==> src/rtl/aar_pkg.sv <==
// Package with payload types, pipeline types and constants for axis-angle to rotation.
`timescale 1ns / 1ps
package aar_pkg;

    // Field formats: every field is 16 bits, axis and result Q2.14, angle Q3.13.
    localparam int DataWidth   = 16;
    localparam int FracBits    = DataWidth - 2;
    localparam int AngleShift  = 25 - FracBits;
    localparam int CordicIters = 20;
    localparam int OutShift    = 30 - FracBits;

    localparam int ZW  = 28;
    localparam int XYW = 34;
    localparam int SW  = 18;
    localparam int PW  = 2 * DataWidth;
    localparam int W2W = 20;
    localparam int SMW = SW + DataWidth;
    localparam int OMW = SW + W2W;
    localparam int AW  = 40;

    localparam logic signed [DataWidth-1:0] AxisOne  = DataWidth'(1 << FracBits);
    localparam logic signed [DataWidth-1:0] AxisMone = -AxisOne;
    localparam logic signed [ZW-1:0]  HalfPiQ24 = ZW'(26353589);
    localparam logic signed [ZW-1:0]  PiQ24     = ZW'(52707179);
    localparam logic signed [XYW-1:0] CordicK   = XYW'(652032874);
    localparam logic signed [SW-1:0]  OneQF     = SW'(1 << FracBits);

    // Arctangent of 2^-i in Q.24.
    localparam logic signed [ZW-1:0] AtanQ24 [CordicIters] = '{
        ZW'(13176795), ZW'(7778716), ZW'(4110060), ZW'(2086331), ZW'(1047214),
        ZW'(524117), ZW'(262123), ZW'(131069), ZW'(65536), ZW'(32768),
        ZW'(16384), ZW'(8192), ZW'(4096), ZW'(2048), ZW'(1024),
        ZW'(512), ZW'(256), ZW'(128), ZW'(64), ZW'(32)
    };

    typedef struct packed {
        logic signed [DataWidth-1:0] axis_x;
        logic signed [DataWidth-1:0] axis_y;
        logic signed [DataWidth-1:0] axis_z;
        logic signed [DataWidth-1:0] angle;
    } t_aar_in;

    typedef struct packed {
        logic signed [DataWidth-1:0] rot_r0c0;
        logic signed [DataWidth-1:0] rot_r0c1;
        logic signed [DataWidth-1:0] rot_r0c2;
        logic signed [DataWidth-1:0] rot_r1c0;
        logic signed [DataWidth-1:0] rot_r1c1;
        logic signed [DataWidth-1:0] rot_r1c2;
        logic signed [DataWidth-1:0] rot_r2c0;
        logic signed [DataWidth-1:0] rot_r2c1;
        logic signed [DataWidth-1:0] rot_r2c2;
    } t_aar_out;

    // Working state of one item as it moves down the pipeline.
    typedef struct packed {
        logic signed [DataWidth-1:0] ax;
        logic signed [DataWidth-1:0] ay;
        logic signed [DataWidth-1:0] az;
        logic signed [ZW-1:0]  z;
        logic                  flip;
        logic signed [XYW-1:0] x;
        logic signed [XYW-1:0] y;
        logic signed [PW-1:0]  p_xx;
        logic signed [PW-1:0]  p_yy;
        logic signed [PW-1:0]  p_zz;
        logic signed [PW-1:0]  p_xy;
        logic signed [PW-1:0]  p_xz;
        logic signed [PW-1:0]  p_yz;
        logic signed [W2W-1:0] w2_d0;
        logic signed [W2W-1:0] w2_d1;
        logic signed [W2W-1:0] w2_d2;
        logic signed [W2W-1:0] w2_xy;
        logic signed [W2W-1:0] w2_xz;
        logic signed [W2W-1:0] w2_yz;
        logic signed [SW-1:0]  s;
        logic signed [SW-1:0]  omc;
        logic signed [SMW-1:0] sw_x;
        logic signed [SMW-1:0] sw_y;
        logic signed [SMW-1:0] sw_z;
        logic signed [OMW-1:0] om_d0;
        logic signed [OMW-1:0] om_d1;
        logic signed [OMW-1:0] om_d2;
        logic signed [OMW-1:0] om_xy;
        logic signed [OMW-1:0] om_xz;
        logic signed [OMW-1:0] om_yz;
    } t_aar_pipe;

endpackage

==> src/rtl/aar_cordic_stage.sv <==
// One rotation-mode CORDIC iteration with a fixed shift.
`timescale 1ns / 1ps
module aar_cordic_stage #(
    parameter int ITER = 0
) (
    input  aar_pkg::t_aar_pipe i_pipe,
    output aar_pkg::t_aar_pipe o_pipe
);
    import aar_pkg::*;

    logic signed [XYW-1:0] dx;
    logic signed [XYW-1:0] dy;

    // Rotate toward zero residual angle; shifts floor toward minus infinity.
    always_comb begin
        dx = i_pipe.y >>> ITER;
        dy = i_pipe.x >>> ITER;
        o_pipe = i_pipe;
        if (i_pipe.z >= 0) begin
            o_pipe.x = i_pipe.x - dx;
            o_pipe.y = i_pipe.y + dy;
            o_pipe.z = i_pipe.z - AtanQ24[ITER];
        end else begin
            o_pipe.x = i_pipe.x + dx;
            o_pipe.y = i_pipe.y - dy;
            o_pipe.z = i_pipe.z + AtanQ24[ITER];
        end
    end

endmodule

==> config.mk <==
export PLATFORM = sky130hd
export DESIGN_NAME = aar_cordic_stage
export DESIGN_NICKNAME = d
export VERILOG_FILES = /design/src/rtl/aar_pkg.sv /design/src/rtl/aar_cordic_stage.sv
export SDC_FILE = /design/constraint.sdc
export NUM_CORES = 1
export LEC_CHECK = 0
export ABC_AREA = 1
export BUFFER_PORTS_ARGS = -buffer_cell sky130_fd_sc_hd__buf_2
export CORE_AREA = 10 10 641 643
export DETAILED_ROUTE_END_ITERATION = 8
export DIE_AREA = 0 0 651 653
export GPL_TIMING_DRIVEN = 0
export PLACE_DENSITY = 0.3
export SLEW_MARGIN = 20
export SYNTH_ARGS = -nofsm -noshare
export SYNTH_HDL_FRONTEND = slang
export SYNTH_SLANG_ARGS = --single-unit
export TNS_END_PERCENT = 30
==> constraint.sdc <==
create_clock -name vclk -period 8.2
set_input_delay 0.41 -clock vclk [all_inputs]
set_output_delay 0.41 -clock vclk [all_outputs]
set_load 0.02 [all_outputs]
Yosys cells after proc, flatten, opt, wreduce, memory -nomap -nowiden
Index checks and enable logic that the tools add are counted.
{ "totals": {"inputBits": 823, "register_bits": 0, "wordCells": 8} }
{ "op_classes": {"muxes": 2, "n_addsub": 5, "n_lt_le_gt_ge": 1} }
{ "op_table": {"columns": ["cell", "count"], "rows": [
  ["$mux W68", 1],
  ["$sub A34 B34 Y34", 2],
  ["$add A34 B34 Y34", 1],
  ["$add A28 B25 Y28 const B", 1],
  ["$ge A28 B1 Y1 const B", 1],
  ["$mux W28", 1],
  ["$sub A28 B25 Y28 const B", 1]
]} }

Longest topological paths before layout
Gate-level depths: netlist of the first run.
{ "logic_depth": {"depth_word": 2, "depth_mapped": 18} }

Worst setup path before layout of the first run
OpenSTA, ideal clock, no wires.
{ "synth_timing": {"path_kind": "input -> output", "start": "input port i_pipe[774] (netlist bit)", "end": "output port o_pipe[765] (netlist bit)", "path_slack_ns": 4.822, "stages": 16, "arrival_time_ns": 2.968, "t_required_ns": 7.790, "path_cell_list": "inv_1 > ha_1 > nor3b_1 > nand3_1 > nor2_1 > nor2_1 > buf_6 > buf_2 > ha_1 > a21oi_1 > o21ai_2 > a21boi_1 > o21ai_1 > nand3_1 > nand2_1 > xor2_1"} }
{ "synth_lines": {"columns": ["item", "line_no", "text"], "rows": [
  ["from (decl)", "aar_cordic_stage.sv:6", "input aar_pkg::t_aar_pipe i_pipe,"],
  ["to (decl)", "aar_cordic_stage.sv:7", "output aar_pkg::t_aar_pipe o_pipe"]
]} }

==> results.txt, run 1 <==
I/O pin total -> 1646
Switch Pwr -> 1.60 mW
area taken by multi-input logic gates -> 7680 sq um
DP Area -> 25700 sq um
slew margin rel. -> 32.7%
synthesized net count -> 3424
routed wire length -> 257 mm
die width -> 651 microns
gr usage total -> 11.3%
cells along the critical path -> buf_2 -> nor2_1 -> nand2_1 -> nor4_1 -> nand3_1 -> o21ai_2 -> buf_4 -> buf_6 -> ha_1 -> a21oi_1 -> o21ai_2 -> a21boi_1 -> o21ai_0 -> xor2_1 -> buf_2
hold bufs inserted after CTS -> 0
port bufs -> 919
synth top area cells -> buf_4, nand2_1, ha_1, inv_1, nand3_1
DRC viols -> 0
Yosys warning count -> 0
Area Overhead vs Synth -> 77.7%
final core utilization -> 6.48%
first-pass GRT wire length -> 297 mm
Peak VDD IR -> 29.8 uV
total grt overflow -> 0
die height -> 653 microns
drt via density -> 2.28
fin crit period -> 5.61 ns
critical path required time -> 7.79 ns
Syn Area/Cell -> 5.88 sq um
cell taking the most area after synthesis -> buf_4
Post-DRT Antenna Nets -> 0
most common cell after layout, fill and taps aside -> buf_2
library cells used by synthesis -> 40
die area -> 425000 sq um
part of the cycle the worst path needs -> 68.4%
fin nets -> 4347
pwr/cell area -> 87.2 nW/um^2
total power -> 2.25 mW
Slew Limit Fails -> 0
1st-iter DRT viols -> 1172
commonest non-fill, non-tap cells in the layout -> buf_2, buf_4, nand2_1
Crit path max-delay family -> compound AO/OA/AOI/OAI gates
RSZ-0062 raised after global routing -> no
sequential power share -> 0%
Detailed Place HPWL -> 248 mm
hold endpoint -> o_pipe[345]
Setup CP Type -> input port to output port
Avg WL per Cell -> 29.6 microns
WP buf/inv -> 4
number of cell rows -> 232
total iterations of the first detailed-routing run -> 5
Final Hold Viols -> 0
Clk pwr share -> 0%
f_max -> 0.178 GHz
register area share after synthesis -> 0%
Hold Path Class -> input port to output port
Arrival @ worst endpoint -> 5.20 ns
RePlAce Congestion -> 0.913
internal power -> 651 uW
vias in the first global route -> 19700
WP depth -> 15
# setup viols final -> 0
Worst Tran Pin Value -> 1.01 ns
Final Cell Area -> 25800 sq um
CP max-delay cell -> o21ai_2
leakage power figure -> 12.4 nW
Logic pwr share -> 100.0%
Synth top area share -> 38.7%
highest cell delay on the worst timing path -> 0.79 ns
HP Start -> i_pipe[345]
core area -> 398000 sq um
endpoint class of the critical path -> output port
largest net degree at the start of global routing -> 23
# resized after CTS -> 0
Max-Cap Viols -> 0
num sequential -> 0
Post-CTS Setup Bufs -> 0
register area -> 0 sq um
Initial Util -> 3.65%
DR vias -> 19700
area of the mapped netlist -> 14500 sq um
setup TNS -> 0 ns
Startpoint Class -> input port
Fillers -> 47500
crit path max fanout -> 22
Switching Share -> 71.1%
CLK BUF -> 0
Hold WS -> 1.04 ns
antenna violations before repair -> 258
Synth Instances -> 2471
status -> complete, no violations
Cells on Worst Hold Path -> 2
fraction of layout cells with a size suffix above 1 -> 51.1%
## cells in the mapped netlist, types with 2 or more instances
| cell | instances |
|---|---|
| nor2_2 | 6 |
| a21o_1 | 6 |
| a31oi_1 | 5 |
| buf_2 | 17 |
| nand3_1 | 172 |
| nand2_2 | 6 |
| o21ai_1 | 21 |
| a21boi_1 | 4 |
| buf_6 | 7 |
| or2_0 | 2 |
| nand3b_1 | 5 |
| nor4_1 | 7 |
| buf_4 | 748 |
| nand4_1 | 16 |
| o21ai_2 | 6 |
| inv_2 | 11 |
| ha_1 | 126 |
| nor3_1 | 25 |
| a21oi_2 | 3 |
| nand3_2 | 2 |
| o211ai_1 | 2 |
| nand2_1 | 527 |
| a21oi_1 | 144 |
| nor2_1 | 152 |
| o21a_1 | 3 |
| fa_1 | 4 |
| o21bai_1 | 16 |
| xor2_1 | 50 |
| xnor2_1 | 8 |
| inv_1 | 270 |
| o21ai_0 | 91 |
## stage by stage
| stage | std cells | worst slack, ns |
|---|---|---|
| floorplan | 2471 | 4.82 |
| global placement | 8655 | 2.07 |
| detailed placement | 8657 | 2.40 |
| CTS | 8657 | 2.41 |
| global route | 8663 | 2.34 |
| finish | 8676 | 2.59 |
## final cells by class
type,instances,share of cell area (%)
buffer,773,22.4
tap,5265,25.5
timing repair buffer,921,17.9
antenna,19,0.184
inverter,282,4.11
multi-input combinational,1416,29.8
## power by group through the flow
stage          registers [mW]  logic (mW)  clock network [mW]
3_5_place_dp                0        2.34                   0
4_1_cts                     0        2.35                   0
3_3_place_gp                0        2.35                   0
6_report                    0        2.25         0.000000284
2_1_floorplan               0        1.16                   0
5_1_grt                     0        2.46         0.000000101
## kinds of logic (layout without fill, tap and decap cells)
logic type	after synthesis	in the layout	share of synthesized area (%)
xor+xnor	58	58	3.50
simple gates	925	925	26.6
buf+inv	1055	1976	47.1
compound gates	303	303	11.3
fa+ha+maj	130	130	11.4
other cells	0	19	0
## worst max-delay path by stage
stage                      startpoint           to  slack [ns]
final                     i_pipe[770]  o_pipe[754]        2.59
after detailed placement  i_pipe[768]  o_pipe[754]        2.40
after global placement    i_pipe[773]  o_pipe[754]        2.07
after floorplan           i_pipe[774]  o_pipe[765]        4.82
after global routing      i_pipe[770]  o_pipe[754]        2.34
after CTS                 i_pipe[768]  o_pipe[754]        2.41
## metal layers
metal / GRT usage [%] / up-vias / part of all wire, %
met2: 20.1 / 1400 / 48
met3: 7.51 / 475 / 15
met4: 0.933 / 72 / 1.9
li1: - / 8885 / -
met1: 11.4 / 8911 / 35
met5: 0.233 / - / 0.23
No activity file was read; power rests on OpenSTA's default activity.
==> run 2: changes to the inputs <==
Settings changed: ABC_AREA 1 to 0, CORE_AREA 10 10 641 643 to 10 10 642 644, DIE_AREA 0 0 651 653 to 0 0 652 654.
Clock period 8.2 ns to 5.5 ns, I/O delays scaled along.
==> run 2 against run 1 <==
Compared with the run above:
- core utilization down 0.55 points
- sequential cell count unchanged
- global-route usage down 0.80 points
- critical path depth up 8
- combinational power up 46%
- worst setup slack worse by 2.1 ns
- non-clock buffer count up 2
- sequential share of layout area unchanged
- wire length down 6.2%
- largest cell class unchanged
==> results.txt, run 2 <==
die height -> 654 microns (was 653 microns)
area of the mapped netlist -> 12300 sq um (was 14500 sq um)
register area share after synthesis -> 0% (unchanged)
setup TNS -> 0 ns (unchanged)
Arrival @ worst endpoint -> 4.76 ns (was 5.20 ns)
RSZ-0062 raised after global routing -> no (unchanged)
routed wire length -> 241 mm (was 257 mm)
CP max-delay cell -> a221oi_2 (was o21ai_2)
most common cell in the netlist -> buf_4 (unchanged)
Synth top area share -> 44.5% (was 38.7%)
first-pass GRT wire length -> 273 mm (was 297 mm)
commonest non-fill, non-tap cells in the layout -> buf_2, buf_4, a21oi_1 (was buf_2, buf_4, nand2_1)
final core utilization -> 5.93% (was 6.48%)
number of cell rows -> 232 (unchanged)
CLK BUF -> 0 (unchanged)
synthesized net count -> 2720 (was 3424)
WL met3 -> 39.3 mm (was 37.5 mm)
Peak VDD IR -> 62.7 uV (was 29.8 uV)
total iterations of the first detailed-routing run -> 5 (unchanged)
fraction of layout cells with a size suffix above 1 -> 63.6% (was 51.1%)
Post-DRT Antenna Nets -> 0 (unchanged)
cell taking the most area after synthesis -> buf_4 (unchanged)
Fillers -> 47300 (was 47500)
f_max -> 0.199 GHz
fin crit period -> 5.03 ns
RePlAce Congestion -> 0.864 (was 0.913)
crit path max fanout -> 17 (was 22)
Detailed Place HPWL -> 233 mm (was 248 mm)
port bufs -> 919 (unchanged)
die width -> 652 microns (was 651 microns)
vias in the first global route -> 16100 (was 19700)
num sequential -> 0 (unchanged)
# setup viols final -> 0 (unchanged)
cells along the critical path -> buf_2 -> inv_1 -> ha_1 -> nor4b_1 -> nand4_1 -> o21ai_2 -> buf_8 -> buf_4 -> buf_4 -> buf_12 -> ha_1 -> nor2b_1 -> o21ai_1 -> a21boi_1 -> a211oi_2 -> nor2_1 -> a221oi_2 -> buf_4 -> a211oi_1 -> o21a_1 -> nor2_1 -> xnor2_1 -> buf_2 (was buf_2 -> nor2_1 -> nand2_1 -> nor4_1 -> nand3_1 -> o21ai_2 -> buf_4 -> buf_6 -> ha_1 -> a21oi_1 -> o21ai_2 -> a21boi_1 -> o21ai_0 -> xor2_1 -> buf_2)
register area -> 0 sq um (unchanged)
part of the cycle the worst path needs -> 91.5%
synth top area cells -> buf_4, ha_1, a21oi_1, xnor2_1, inv_1 (was buf_4, nand2_1, ha_1, inv_1, nand3_1)
highest cell delay on the worst timing path -> 0.37 ns (was 0.79 ns)
drt via density -> 2.08 (was 2.28)
Slew Limit Fails -> 0 (unchanged)
Startpoint Class -> input port (unchanged)
DP Cell Count -> 7954 (was 8657)
largest net degree at the start of global routing -> 18 (was 23)
endpoint class of the critical path -> output port (unchanged)
Syn Area/Cell -> 6.97 sq um (was 5.88 sq um)
Synth Instances -> 1767 (was 2471)
Hold Path Class -> input port to output port (unchanged)
total grt overflow -> 0 (unchanged)
Met1 Wirelength -> 80.1 mm (was 89.5 mm)
Setup CP Type -> input port to output port (unchanged)
Post-Layout Cell Count -> 7965 (was 8676)
Area Overhead vs Synth -> 92.0% (was 77.7%)
library cells used by synthesis -> 78 (was 40)
core area -> 399000 sq um (was 398000 sq um)
I/O pin total -> 1646 (unchanged)
cell mode on critical path -> buf_4
Crit path max-delay family -> buffers and inverters (was compound AO/OA/AOI/OAI gates)
Avg WL per Cell -> 30.3 microns (was 29.6 microns)
Commonest cells post-synth -> buf_4, a21oi_1, ha_1 (was buf_4, nand2_1, inv_1)
DR vias -> 16600 (was 19700)
max layer used -> met5 (unchanged)
antenna violations before repair -> 305 (was 258)
Worst Tran Pin Value -> 1.09 ns (was 1.01 ns)
1st-iter DRT viols -> 812 (was 1172)
critical path required time -> 5.22 ns (was 7.79 ns)
gr usage total -> 10.5% (was 11.3%)
slew margin rel. -> 25.3% (was 32.7%)
status -> complete, no violations (unchanged)
leakage power figure -> 10.5 nW (was 12.4 nW)
Initial Util -> 3.09% (was 3.65%)
DRC viols -> 0 (unchanged)
die area -> 426000 sq um (was 425000 sq um)
Final Hold Viols -> 0 (unchanged)
Yosys warning count -> 0 (unchanged)
WP buf/inv -> 8 (was 4)
met2 WL post-DR -> 115 mm (was 125 mm)
pwr/cell area -> 139 nW/um^2 (was 87.2 nW/um^2)
hold bufs inserted after CTS -> 0 (unchanged)
Max-Cap Viols -> 0 (unchanged)
total power -> 3.29 mW (was 2.25 mW)
most common cell after layout, fill and taps aside -> buf_2 (unchanged)
fin nets -> 3647 (was 4347)
## run 2: changes by cell type in the layout (fill, tap and decap cells not counted), sizes merged, moves of 14 or more
cell and delta:
a21o +22, buf -14, clkbuf +16, inv -165, nand2 -468, nand3 -160
nor2 -62, nor2b +15, o21ai -44, o31ai +14, xnor2 +65, xor2 -35
## run 2: cells by family (layout without fill, tap and decap cells)
kind of cell | count (synthesis) | after routing | synth area share (%)
buffers and inverters | 890 | 1815 | 49.6
AND/OR/NAND/NOR | 276 | 276 | 10.6
other | 0 | 8 | 0
multiplexers | 11 | 11 | 0.905
XOR/XNOR | 88 | 88 | 6.26
AO/OA/AOI/OAI | 372 | 372 | 19.2
adder cells (fa/ha/maj) | 130 | 130 | 13.5
## run 2: final cells by class
| class | count | area [sq um] | share of cell area, % |
|---|---|---|---|
| inverter | 119 | 450 | 1.91 |
| multi-input combinational | 877 | 6230 | 26.3 |
| buffer | 770 | 5660 | 24.0 |
| timing repair buffer | 926 | 4680 | 19.8 |
| antenna | 8 | 20.0 | 0.0847 |
| tap | 5265 | 6590 | 27.9 |
## run 2: per-layer routing
metal / vias to the layer above / track usage [%]
met4: 146 / 1.11
met5: - / 0
met3: 553 / 7.83
met1: 7485 / 10.2
met2: 1413 / 18.4
li1: 6986 / -
## run 2: through the flow
stage / worst slack, ns / area (sq um) / hold WS (ns)
global placement: -3.24 / 23500 / 0.773
CTS: -0.0463 / 23600 / 0.772
floorplan: 0.964 / 12300 / 0.648
global route: 0.0542 / 23600 / 0.775
finish: 0.469 / 23600 / 0.771
detailed placement: -0.833 / 23600 / 0.772
## run 2: worst paths after layout
path / from / end / slack (ns) / cells past startpoint
setup / recovery: i_pipe[774] / o_pipe[767] / 0.47 / 23
hold / removal: i_pipe[108] / o_pipe[108] / 0.77 / 2
## run 2: where the power goes
part / switching [mW] / total [mW] / internal, mW
Clock: 0 / 0.000000163 / 0.000000163
Combinational: 2.32 / 3.29 / 0.975
Sequential: 0 / 0 / 0
Total: 2.32 / 3.29 / 0.975
## run 2: timing repair
item	4_1_cts	5_1_grt
setup endpoints to repair	12	7
resized for setup	5	4
pin swaps	0	1
setup buffers	0	4
